### config.mk
export PLATFORM = sky130hd
export DESIGN_NAME = obptm_ctrl
export DESIGN_NICKNAME = d
export VERILOG_FILES = /design/src/rtl/core/assert_macros.svh /design/src/rtl/core/obptm_pkg.sv /design/src/rtl/core/obptm_ctrl.sv
export SDC_FILE = /design/constraint.sdc
export NUM_CORES = 1
export LEC_CHECK = 0
export ABC_AREA = 1
export BUFFER_PORTS_ARGS = -buffer_cell sky130_fd_sc_hd__buf_2
export CAP_MARGIN = 20
export CORE_AREA = 5 5 42 44
export CTS_CLUSTER_DIAMETER = 60
export DETAILED_ROUTE_END_ITERATION = 10
export DIE_AREA = 0 0 47 49
export HOLD_SLACK_MARGIN = 0.15
export SYNTH_ARGS = -nofsm -noshare
export SYNTH_HDL_FRONTEND = slang
export SYNTH_SLANG_ARGS = --single-unit
export TNS_END_PERCENT = 1
### constraint.sdc
create_clock -name clk -period 1.13 [get_ports clk]
set_clock_uncertainty 0.1 [all_clocks]
set_input_delay 0.0565 -clock clk [delete_from_list [all_inputs] [get_ports clk]]
set_output_delay 0.0565 -clock clk [all_outputs]
set_load 0.005 [all_outputs]
### src/rtl/core/assert_macros.svh
// Assertion helpers shared by the RTL.
`ifndef ASSERT_MACROS_SVH
`define ASSERT_MACROS_SVH

// Condition holds on every enabled edge.
`define ASSERT_ALWAYS(lbl, clk, rst_n, cond, msg) \
  lbl: assert property (@(posedge clk) disable iff (!rst_n) (cond)) else $error(msg);

// Same-cycle implication.
`define ASSERT_IMPL(lbl, clk, rst_n, ante, cons, msg) \
  lbl: assert property (@(posedge clk) disable iff (!rst_n) (ante) |-> (cons)) else $error(msg);

// Next-cycle implication.
`define ASSERT_NEXT(lbl, clk, rst_n, ante, cons, msg) \
  lbl: assert property (@(posedge clk) disable iff (!rst_n) (ante) |=> (cons)) else $error(msg);

`endif

### src/rtl/core/obptm_pkg.sv
// ----------------------------------------------------------------------------
// obptm_pkg
// Types and constants of the price-time priority matching block.
// ----------------------------------------------------------------------------
package obptm_pkg;

  localparam int MAX_ORDERS_DEF = 64;

  localparam logic [1:0] KIND_LOAD  = 2'd0;
  localparam logic [1:0] KIND_MATCH = 2'd1;
  localparam logic [1:0] KIND_CLEAR = 2'd2;

  localparam logic [1:0] ST_OK      = 2'd0;
  localparam logic [1:0] ST_FULL    = 2'd1;
  localparam logic [1:0] ST_NOMATCH = 2'd2;
  localparam logic [1:0] ST_MATCHED = 2'd3;

  localparam logic SIDE_BUY  = 1'b0;
  localparam logic SIDE_SELL = 1'b1;

  typedef struct packed {
    logic [1:0]  kind;
    logic        side;
    logic        is_market;
    logic [31:0] limit_price;
    logic [31:0] arrival_time;
    logic [31:0] order_quantity;
    logic [31:0] last_price;
  } in_word_t;

  typedef struct packed {
    logic [1:0]  status;
    logic [5:0]  matched_slot;
    logic [31:0] matched_price;
    logic [31:0] matched_arrival;
    logic [31:0] matched_quantity;
    logic        matched_market;
    logic [31:0] trade_quantity;
    logic [31:0] execution_price;
  } out_word_t;

  typedef struct packed {
    logic        side;
    logic        market;
    logic [31:0] price;
    logic [31:0] arrival;
    logic [31:0] quantity;
  } entry_t;

  // controller -> datapath
  typedef struct packed {
    logic latch;     // capture accepted word
    logic exec;      // do load/clear, arm scan
    logic scan_rd;   // read next book slot
    logic load_out;  // move result into output register
  } ctl_cmd_t;

  // datapath -> controller
  typedef struct packed {
    logic is_match;
    logic scan_done;
    logic out_free;
  } ctl_stat_t;

endpackage

### src/rtl/core/obptm_ctrl.sv
// ----------------------------------------------------------------------------
// obptm_ctrl
// Sequencer: accept, execute, scan the book, emit one result word.
// ----------------------------------------------------------------------------
module obptm_ctrl
  import obptm_pkg::*;
(
  input  logic      clk,
  input  logic      rst_n,
  input  logic      in_valid,
  output logic      in_stall,
  input  ctl_stat_t stat,
  output ctl_cmd_t  cmd
);

  localparam logic [1:0] S_IDLE = 2'd0;
  localparam logic [1:0] S_EXEC = 2'd1;
  localparam logic [1:0] S_SCAN = 2'd2;
  localparam logic [1:0] S_EMIT = 2'd3;

  logic [1:0] state_r;
  logic [1:0] state_nxt;

  assign in_stall = (state_r != S_IDLE);

  always_comb begin
    cmd       = '0;
    state_nxt = state_r;
    unique case (state_r)
      S_IDLE: begin
        if (in_valid) begin
          cmd.latch = 1'b1;
          state_nxt = S_EXEC;
        end
      end
      S_EXEC: begin
        cmd.exec  = 1'b1;
        state_nxt = stat.is_match ? S_SCAN : S_EMIT;
      end
      S_SCAN: begin
        // last compare lands in the cycle that sees scan_done
        if (stat.scan_done) begin
          state_nxt = S_EMIT;
        end else begin
          cmd.scan_rd = 1'b1;
        end
      end
      S_EMIT: begin
        if (stat.out_free) begin
          cmd.load_out = 1'b1;
          state_nxt    = S_IDLE;
        end
      end
      default: state_nxt = S_IDLE;
    endcase
  end

  always_ff @(posedge clk) begin
    if (!rst_n) begin
      state_r <= S_IDLE;
    end else begin
      state_r <= state_nxt;
    end
  end

endmodule

# Word-level counts from Yosys, hierarchy flattened
# Cells that the tools add are included.
[totals]
input_bits = 6
latchBits = 0
ram_bits = 0
word_cells = 22
register_bits = 2
memories = 0
out_inout_bits = 5
rom_bits = 0
[op_classes]
reduce_logical = 3
n_div = 0
n_shift = 0
mul = 0
n_addsub = 0
bitwise = 0
magnitude_cmp = 0
mux = 12
n_eq_ne = 6
[op_table]
columns = ["op", "n"]
rows = [
  ["1-bit two-way mux", 8],
  ["2-bit case mux with 4 select lines", 1],
  ["2-bit two-way mux", 3],
  ["2-bit != test, second input constant", 3],
  ["2-bit equality test, second input constant", 2],
  ["3-bit AND reduction", 1],
  ["2-bit by 1-bit equality test with 1-bit output, second input constant", 1],
  ["2-bit logical NOT", 1],
  ["2-bit nonzero test", 1],
]

# Logic depth before layout (Yosys ltp)
# Gate-level depths: netlist of run 1.
[depth]
ltp_word = 3
mapped_depth = 7
depth_no_buf = 7

# Worst setup path before layout of run 1
# No wires, ideal clock.
[synth_timing]
path_kind = "reg2reg"
startpoint = "register state_r[0]"
endpoint = "register state_r[0]"
setup_slack_ns = -0.076
t_arrival_ns = 1.036
required_ns = 0.960
n_path_buf = 0
stages_incl_launch_ff = 8
setup_time_ns = 0.070
period_less_slack_ns = 1.206
cell_sequence = "dfxtp_1 inv_1 ha_1 nand2_2 inv_2 nor2_4 nand2_1 a21oi_1"
[synth_via]
elab_chain_cells = 3
word_cells_on_any_way = 9
cone_classes = "eq/ne (6); mux (1); reduce/logical (2)"
[synth_rtl]
columns = ["item", "line_no", "rtl"]
rows = [
  ["start: declaration", "obptm_ctrl.sv:21", "logic [1:0] state_r;"],
  ["start signal: assignment", "obptm_ctrl.sv:62", "state_r <= state_nxt;"],
  ["2-bit equality test / 2-bit logical NOT (equally long branches)", "obptm_ctrl.sv:29", "unique case (state_r)"],
  ["2-bit != test (no line)", "n/a", ""],
  ["3-bit AND reduction (no line)", "n/a", ""],
]
# Several ways; a longest one is shown, not always the timed one.
# A chain may end at the register's enable or synchronous reset.

==> key figures, run 1 <==
Place
  – Gpl congestion: 0.683
  – I/O Buffers: 10
  – Placed insts: 66
  – Place WS: -0.0676 ns
  – Placed inst area: 344 µm²
  – Final HPWL DP: 413 µm

Worst hold path
  – Hold crit path type: primary input to flip-flop

Floorplanning
  – Core footprint: 0.00140 mm²
  – Ports: 11
  – DIE AREA: 0.00230 mm²
  – Row count: 14
  – DIE HEIGHT: 49 µm
  – Die Width: 47 µm
  – Initial Util: 0.174

GRT
  – Initial antenna violation count: 0
  – First-pass GRT wire length: 1080 µm
  – Vias in the first global route: 291
  – GRT Util Overall: 0.0661
  – GRT overflow: 0
  – Pin count of the biggest net entering global routing: 5

Power and ir drop
  – Max IR drop VDD: 849 µV
  – Clk pwr share: 0.131
  – Net Sw Frac: 0.423
  – Comb power frac: 0.724
  – Cell internal pwr: 0.684 mW
  – Leak pwr: 0.281 nW
  – Total power: 1.19 mW
  – P_sw: 0.501 mW
  – Reg power frac: 0.145
  – Cell Pwr Density: 2450 mW/mm²

Route
  – Drt total wl: 605 µm
  – DRC errors left: 0
  – Pre-antenna DRT Iters: 2
  – Number of DRC markers in iteration 0: 2
  – Vias per cell: 3.79
  – Avg WL per Cell: 8.40 µm
  – Vias: 273
  – Routed Antenna Nets: 0

Setup path
  – Worst r2r src: state_r[0]
  – Worst Path Required: 0.97 ns
  – Critical path class: flip-flop to output port
  – Crit start category: flip-flop
  – CP max FO: 3
  – Critical Path End: cmd[0]
  – CP startpoint: state_r[0]
  – Reg2reg end: state_r[0]
  – Worst R2R Setup Slack: -0.07 ns
  – R2R depth: 7
  – CP endpoint kind: output port
  – CP arrival: 1.05 ns

Yosys
  – Most frequent cell after synthesis: inv_1
  – Number of flops mapped to enable cells by yosys: 0
  – Net Count, Synth: 48
  – Asr flop ratio synth: 0
  – Synth unique cells: 10
  – Synthesized area: 244 µm²
  – Average size of a mapped cell: 6.59 µm²
  – Most used DFF post-synth: dfxtp_1
  – Synth Register Bits: 2
  – Seq/Total Area, Yosys: 0.164
  – Mapped Cells: 37
  – Synth top area cells: ha_1 (26%), inv_1 (18%), dfxtp_1 (16%), nand2_1 (11%), nand2_2 (7.7%)
  – Cell taking the most area after synthesis: ha_1
  – Ys Warns: 0
  – Area share of the largest cell type after synthesis: 0.256
  – Synth cell count leaders: inv_1 (12), nand2_1 (7), ha_1 (5)

Clock tree
  – Clock sink count: 2
  – Clock transition at path regs: 0.03 ns
  – CTS tree: yes
  – CTS Buf Count: 3
  – Skew-Pair Late Insertion Delay: 0.22 ns
  – H-tree levels: 1
  – CTS Root Cell: clkbuf_4
  – Largest buffer count on any clock path: 2

Layout
  – # fillers: 156
  – Final Cell Area: 483 µm²
  – Area grow syn2layout: 97.9%
  – Ant. Diodes: 0
  – Net count reported at finish: 69
  – Final Instance Count excl. Fillers: 72
  – Finished Core Util: 0.345
  – Number of flip-flops in the largest register: 2
  – Share of post-route cells with drive strength above 1: 0.607
  – Largest reg by FF count: state_r
  – Largest regs: state_r (2)

STA
  – Slew at the pin with the worst max-slew slack: 0.115 ns
  – Sum of negative setup slack: -0.299 ns
  – Max Slew Vio Count: 0
  – Tcrit/Tclk final: 1.07
  – Max-slew headroom: 0.923
  – RSZ-0062 raised after global routing: true
  – WHS: 0.181 ns
  – Final hold vios: 0
  – Final setup viols: 5
  – Fin worst setup slack: -0.0783 ns
  – Max Clock Freq: 828 MHz
  – Crit path time final: 1.21 ns

Run status
  – Failing checks: negative setup slack
  – Status: finished, violations left

Run
  – MaxCap Viol Count: 0
-- repair_timing --
| action | 4_1_cts | 5_1_grt |
|---|---|---|
| setup endpoints to repair | 7 | 7 |
| buffers inserted | 3 | 0 |
| gates cloned | 0 | 0 |
| hold buffers | 2 | 0 |
| resized for setup | 14 | 5 |
| pin swaps | 4 | 7 |
| endpoints found under the hold margin | 2 | 0 |
-- cell type report --
cell class                      count  area, µm²  area share
Sequential cell                     2       45.0      0.0933
Timing Repair Buffer               16        118       0.244
Tap cell                           16       20.0      0.0415
Multi-Input combinational cell     22        226       0.469
Clock buffer                        3       22.5      0.0466
Inverter                           13       51.3       0.106
-- worst min-delay path by stage --
| stage | cells after the start | slack, ns | start | end |
|---|---|---|---|---|
| after global routing | 6 | 0.23 | in_valid | state_r[0] |
| after floorplan | 2 | 0.08 | rst_n | state_r[0] |
| after CTS | 6 | 0.15 | stat[1] | state_r[0] |
| after detailed placement | 3 | 0.21 | rst_n | state_r[0] |
| final | 7 | 0.18 | in_valid | state_r[0] |
| after global placement | 3 | 0.20 | rst_n | state_r[0] |
-- power groups by stage --
stage                     logic (mW)  clock network [mW]  registers, mW
final                          0.858               0.155          0.172
after CTS                      0.809               0.169          0.169
after detailed placement       0.590                   0          0.159
after floorplan                0.360                   0          0.152
after global placement         0.569                   0          0.158
after global routing           0.974               0.182          0.179
-- layout by cell type, fill, tap and decap left out --
master	netlist	routed
a21oi_1	2	1
a21oi_2	0	1
buf_2	0	9
buf_4	0	1
buf_6	0	4
clkbuf_4	0	3
dfxtp_2	0	1
dfxtp_4	0	1
dlygate4sd3_1	0	2
ha_1	5	1
ha_4	0	4
inv_1	12	10
inv_2	1	2
inv_4	0	1
nand2_1	7	6
nand2_2	3	2
nand2_4	1	3
nand3_1	3	2
nand3_2	0	1
nor2_4	1	1
-- routing by layer --
metal | track usage | vias up | wire (µm)
met5 | 0 | - | 0
met4 | 0.0415 | 0 | 0
met3 | 0.0332 | 0 | 36
met2 | 0.111 | 4 | 362
met1 | 0.0591 | 126 | 206
li1 | - | 143 | -
-- worst max-delay path, cell delays in order (launching register included) --
cell     delay [ns]
dfxtp_4        0.35
buf_6          0.12
ha_4           0.16
nand2_1        0.05
inv_1          0.03
buf_2          0.11
-- cells by family (layout without fill, tap and decap cells) --
logic type,after synthesis,in the layout,synth area share
adders and majority gates,5,5,0.256
and+or+nand+nor,15,15,0.338
AOI/OAI and AO/OA,2,2,0.0410
buffers and inverters,13,32,0.200
DFF,2,2,0.164
No activity file was read; power rests on OpenSTA's default activity.
==> run 2, diff against run 1 <==
CORE_AREA = 2 2 39 41   (was 5 5 42 44)
DIE_AREA = 0 0 41 43   (was 0 0 47 49)
==> run 2 against run 1 <==
  * The flow still finishes with violations (negative setup slack)
  * Clock-buffer cell count unchanged
  * Power rose by 4.7%
  * Worst setup slack worse by 0.037 ns
  * Wire length rose by 0.50%
  * Combinational power increased by 4.4%
  * Clock power about the same
  * Largest cell class unchanged
  * Critical path depth up 1
  * Sequential cell count is the same
  * Critical path type unchanged
  * Non-clock buffer count grew 2
  * Maximum frequency fell by 2.9%
  * Cell area increased by 1.8%
==> key figures, run 2 (same netlist as run 1, synthesis figures left out) <==
Run status
  – Status: finished, violations left
  – Failing checks: negative setup slack

GRT
  – First-pass GRT wire length: 897 µm (-17%)
  – GRT Util Overall: 0.0831 (+0.0170)
  – Vias in the first global route: 256 (-12%)
  – GRT overflow: 0 (unchanged)
  – Pin count of the biggest net entering global routing: 5 (unchanged)
  – Initial antenna violation count: 0 (unchanged)

Place
  – I/O Buffers: 10 (unchanged)
  – Final HPWL DP: 391 µm (-5.3%)
  – Placed inst area: 344 µm² (unchanged)
  – Gpl congestion: 0.771 (+13%)

Layout
  – Number of flip-flops in the largest register: 2 (unchanged)
  – Largest reg by FF count: state_r
  – Largest regs: state_r (2)
  – Net count reported at finish: 71 (+2.9%)
  – Share of post-route cells with drive strength above 1: 0.638 (+0.0308)
  – Finished Core Util: 0.355 (+0.0107)
  – Area grow syn2layout: 102%
  – Ant. Diodes: 0 (unchanged)
  – Most frequent cells in the layout: inv_1 (10), buf_2 (10), nand2_2 (5), nand2_1 (5)
  – Final Cell Area: 492 µm² (+1.8%)

Clock tree
  – Largest buffer count on any clock path: 2 (unchanged)
  – CTS Root Cell: clkbuf_4
  – Clock transition at path regs: 0.03 ns (about the same)
  – H-tree levels: 1 (unchanged)
  – CTS Buf Count: 3 (unchanged)
  – Skew-Pair Late Insertion Delay: 0.22 ns (about the same)
  – Clock sink count: 2 (unchanged)
  – CTS tree: yes

STA
  – Max-slew headroom: 0.934 (+0.0105)
  – Max Clock Freq: 803 MHz (-2.9%)
  – Tcrit/Tclk final: 1.10 (+0.0323)
  – RSZ-0062 raised after global routing: true
  – Slew at the pin with the worst max-slew slack: 0.0991 ns (-0.0156 ns)
  – Final hold vios: 0 (unchanged)
  – Final setup viols: 7 (+2)
  – Fin worst setup slack: -0.115 ns (-0.0365 ns)
  – Max Slew Vio Count: 0 (unchanged)
  – Crit path time final: 1.24 ns (+0.0365 ns)

Power and ir drop
  – Leak pwr: 0.281 nW (about the same)
  – Comb power frac: 0.722 (-0.002)
  – Total power: 1.24 mW (+4.7%)
  – Max IR drop VDD: 863 µV (+1.7%)
  – Cell internal pwr: 0.728 mW (+6.3%)
  – Reg power frac: 0.153 (+0.008)
  – P_sw: 0.513 mW (+2.5%)
  – Cell Pwr Density: 2520 mW/mm² (+2.8%)
  – Net Sw Frac: 0.414 (-0.00898)
  – Clk pwr share: 0.125 (-0.006)

Floorplanning
  – Core footprint: 0.00138 mm² (-1.2%)
  – Die Width: 41 µm (-13%)
  – DIE HEIGHT: 43 µm (-12%)
  – Ports: 11 (unchanged)
  – Initial Util: 0.176 (+0.00220)
  – DIE AREA: 0.00176 mm² (-23%)
  – Row count: 14 (unchanged)

Setup path
  – Worst R2R Setup Slack: -0.08 ns (about the same)
  – Critical path class: flip-flop to output port
  – R2R depth: 7 (unchanged)
  – Crit start category: flip-flop
  – CP Buf/Inv Count: 4 (+1)
  – Worst r2r src: state_r[1]
  – CP Depth: 6 (+1)
  – Crit-path max cell delay: 0.37 ns (+0.02 ns)
  – Worst Path Required: 0.97 ns (about the same)
  – Family with the most delay on the worst path: flip-flops
  – Critical-path top delay cell: dfxtp_4
  – CP arrival: 1.09 ns (+0.04 ns)
  – CP startpoint: state_r[0]
  – CP max FO: 3 (unchanged)
  – Critical Path End: cmd[3]
  – CP Cell Sequence: inv_4 -> ha_4 -> buf_6 -> nand2_2 -> inv_1 -> buf_2
  – CP endpoint kind: output port
  – Reg2reg end: state_r[1]

Route
  – Number of DRC markers in iteration 0: 3 (+1)
  – Drt total wl: 608 µm (+0.50%)
  – Vias per cell: 3.77 (-0.56%)
  – Avg WL per Cell: 8.22 µm (-2.2%)
  – DRC errors left: 0 (unchanged)
  – Pre-antenna DRT Iters: 2 (unchanged)
  – Routed Antenna Nets: 0 (unchanged)
  – Vias: 279 (+2.2%)

Worst hold path
  – Hold crit path type: primary input to flip-flop

Run
  – MaxCap Viol Count: 0 (unchanged)
-- run 2: area by class of cell --
class	count	area, µm²
fill	158	892
multi-input combinational	22	218
timing repair buffer	18	130
inverter	13	53.8
sequential	2	47.5
clock buffer	3	22.5
tap	16	20.0
-- run 2: worst min-delay path by stage --
stage	start	to	slack [ns]	cells after the start
after floorplan	rst_n	state_r[0]	0.08	2
after global placement	rst_n	state_r[0]	0.20	3
after detailed placement	rst_n	state_r[1]	0.20	3
after CTS	stat[1]	state_r[0]	0.16	6
after global routing	stat[1]	state_r[1]	0.23	6
final	stat[1]	state_r[0]	0.19	6
-- run 2: repair_timing --
item	CTS	global route
buffers inserted	3	0
pin swaps	2	3
setup endpoints to repair	7	7
resized for setup	15	5
hold endpoints to repair	2	0
hold buffers	2	0
-- run 2: stage by stage --
stage	setup WS, ns	cells	TNS [ns]	hold slack, ns
after global routing	-0.159	74	-0.955	0.232
after floorplan	0.00409	37	0	0.0807
final	-0.115	74	-0.585	0.195
after global placement	-0.0360	66	-0.0634	0.203
after CTS	-0.122	74	-0.706	0.164
after detailed placement	-0.0596	66	-0.113	0.203
-- run 2: power groups by stage --
stage	Combinational (mW)	Sequential, mW	Clock (mW)
finish	0.896	0.190	0.155
global route	0.992	0.197	0.176
CTS	0.834	0.183	0.166
detailed placement	0.584	0.157	0
global placement	0.571	0.153	0
floorplan	0.360	0.152	0
-- run 2: layer usage --
layer | GRT usage | vias up | part of all wire | wire length [µm]
met4 | 0.0800 | 0 | 0 | 0
met1 | 0.0573 | 125 | 0.34 | 205
li1 | - | 149 | - | -
met5 | 0 | - | 0 | 0
met3 | 0.0314 | 0 | 0.044 | 27
met2 | 0.147 | 5 | 0.62 | 375
-- run 2: worst min-delay path, cell delays in order --
cell,delay [ns]
buf_2,0.07
inv_1,0.05
nand2_4,0.07
nand3_1,0.08
nand2_1,0.09
a21oi_2,0.05
==> run 3, diff against run 2 <==
BUFFER_PORTS_ARGS = -buffer_cell sky130_fd_sc_hd__buf_4   (was -buffer_cell sky130_fd_sc_hd__buf_2)
HOLD_SLACK_MARGIN = unset   (was 0.15)
==> run 3 against run 2 <==
  * The flow still finishes with violations (negative setup slack)
  * Clock-buffer cell count unchanged
  * Clock power hardly changed
  * Critical path type unchanged
  * Cell area decreased by 4.8%
  * Critical path depth down 1
  * Register-to-register slack improved by 0.03 ns
  * Sequential cell count is the same
  * Combinational power down 2.8%
  * Largest power group unchanged
  * Via count fell by 7.9%
  * Power fell by 3.8%
  * Sequential power down 12%
  * Die area unchanged
==> key figures, run 3 (same netlist as run 1, synthesis figures left out) <==
STA
  – Slew at the pin with the worst max-slew slack: 0.115 ns (+0.0161 ns)
  – Final setup viols: 7 (unchanged)
  – WHS: 0.123 ns (-0.0719 ns)
  – Fin worst setup slack: -0.105 ns (+0.0101 ns)
  – Max Clock Freq: 810 MHz (+0.81%)
  – Final hold vios: 0 (unchanged)
  – Max-slew headroom: 0.923 (-0.0107)
  – Max Slew Vio Count: 0 (unchanged)
  – RSZ-0062 raised after global routing: true
  – Crit path time final: 1.23 ns (-0.0101 ns)
  – Tcrit/Tclk final: 1.09 (-0.00891)

Layout
  – Largest regs: state_r (2)
  – Share of post-route cells with drive strength above 1: 0.607 (-0.0308)
  – Most common cell after layout, fill and taps aside: buf_4
  – Net count reported at finish: 69 (-2.8%)
  – Number of flip-flops in the largest register: 2 (unchanged)
  – Most frequent cells in the layout: buf_4 (10), inv_1 (9), nand2_1 (6), buf_6 (5), nand2_2 (4)
  – Ant. Diodes: 0 (unchanged)
  – Largest reg by FF count: state_r
  – # fillers: 149 (-5.7%)
  – Area grow syn2layout: 91.8%

Route
  – Vias per cell: 3.57 (-5.3%)
  – Top sig layer: met3
  – Pre-antenna DRT Iters: 2 (unchanged)
  – Avg WL per Cell: 7.06 µm (-14%)
  – WL met3: 39 µm (+44%)
  – DRC errors left: 0 (unchanged)
  – Routed Antenna Nets: 0 (unchanged)
  – Met2 wire length: 263 µm (-30%)
  – Vias: 257 (-7.9%)
  – Drt total wl: 508 µm (-16%)
  – M1 WL: 205 µm (unchanged)
  – Number of DRC markers in iteration 0: 4 (+1)

Clock tree
  – CTS Buf Count: 3 (unchanged)
  – Largest buffer count on any clock path: 2 (unchanged)
  – H-tree levels: 1 (unchanged)
  – CTS tree: yes
  – Clock transition at path regs: 0.03 ns (about the same)
  – Skew-Pair Late Insertion Delay: 0.22 ns (about the same)
  – Clock sink count: 2 (unchanged)
  – CTS Root Cell: clkbuf_4

Floorplanning
  – DIE HEIGHT: 43 µm (unchanged)
  – Ports: 11 (unchanged)
  – Core footprint: 0.00138 mm² (unchanged)
  – Initial Util: 0.176 (unchanged)
  – Row count: 14 (unchanged)
  – Die Width: 41 µm (unchanged)
  – DIE AREA: 0.00176 mm² (unchanged)

GRT
  – GRT Util Overall: 0.0781 (-0.00501)
  – First-pass GRT wire length: 862 µm (-3.9%)
  – Pin count of the biggest net entering global routing: 5 (unchanged)
  – Initial antenna violation count: 0 (unchanged)
  – Vias in the first global route: 236 (-7.8%)
  – GRT overflow: 0 (unchanged)

Place
  – Place WS: -0.0713 ns (-0.0117 ns)
  – I/O Buffers: 10 (unchanged)
  – Gpl congestion: 0.722 (-6.3%)
  – Final HPWL DP: 401 µm (+2.5%)

Setup path
  – CP max FO: 4 (+1)
  – CP Buf/Inv Count: 3 (-1)
  – Crit start category: flip-flop
  – CP arrival: 1.08 ns (about the same)
  – Critical-path top delay cell: dfxtp_2
  – CP endpoint kind: output port
  – Top cell by count, worst path: buf_4
  – Worst Path Required: 0.97 ns (about the same)
  – CP Cell Sequence: buf_4 -> ha_2 -> nand2_4 -> inv_1 -> buf_4
  – Critical path class: flip-flop to output port
  – Crit-path max cell delay: 0.31 ns (-0.06 ns)
  – Family with the most delay on the worst path: flip-flops

Worst hold path
  – Hold crit path type: primary input to flip-flop

Run status
  – Status: finished, violations left
  – Failing checks: negative setup slack

Power and ir drop
  – Max IR drop VDD: 1010 µV (+17%)
  – Cell Pwr Density: 2550 mW/mm² (+1.1%)
  – Leak pwr: 0.272 nW (-3.1%)
  – Total power: 1.19 mW (-3.8%)

Run
  – MaxCap Viol Count: 0 (unchanged)
run 3: worst paths after layout:
| kind | from | end | slack [ns] | depth (start not counted) |
|---|---|---|---|---|
| max | state_r[1] | cmd[1] | -0.10 | 5 |
| min | stat[2] | state_r[0] | 0.12 | 6 |
| min reg2reg | state_r[0] | state_r[0] | 0.41 | 2 |
| max reg2reg | state_r[1] | state_r[1] | -0.05 | 7 |
run 3: worst reg2reg max path: stages, from the launching register on:
cell and delay, ns:
dfxtp_2 0.31, buf_4 0.14, ha_2 0.17, nand2_2 0.07, nand2_2 0.07, nor2_4 0.08
nand2_1 0.05, a21oi_1 0.11
run 3: report_power, final:
part	switching [mW]	internal, mW
registers	0.0450	0.123
clock network	0.0378	0.117
logic	0.369	0.502
total	0.452	0.742
run 3: per-layer routing:
metal | vias up | GRT usage
met3 | 0 | 0.0628
met1 | 107 | 0.0701
met2 | 7 | 0.119
li1 | 143 | -
met4 | 0 | 0.0400
met5 | - | 0
run 3: per-stage QoR:
stage | cell area, µm² | utilization | std cells | TNS [ns]
2_1_floorplan | 251 | - | 37 | 0
3_3_place_gp | 369 | 0.267 | 66 | -0.0858
3_5_place_dp | 369 | 0.267 | 66 | -0.125
4_1_cts | 463 | 0.335 | 72 | -0.711
5_1_grt | 468 | 0.338 | 72 | -0.910
6_report | 468 | 0.338 | 72 | -0.527
run 3: repair_timing:
item | CTS | global route
setup endpoints to repair | 7 | 7
hold endpoints to repair | 2 | 0
resized for setup | 12 | 3
hold buffers | 1 | 0
setup buffers | 2 | 0
pin swaps | 3 | 2
run 3: cell type report:
type	count	area, µm²	area share
Sequential cell	2	45.0	0.0963
Inverter	13	51.3	0.110
Clock buffer	3	22.5	0.0481
Timing Repair Buffer	16	141	0.302
Multi-Input combinational cell	22	188	0.401
Tap cell	16	20.0	0.0428
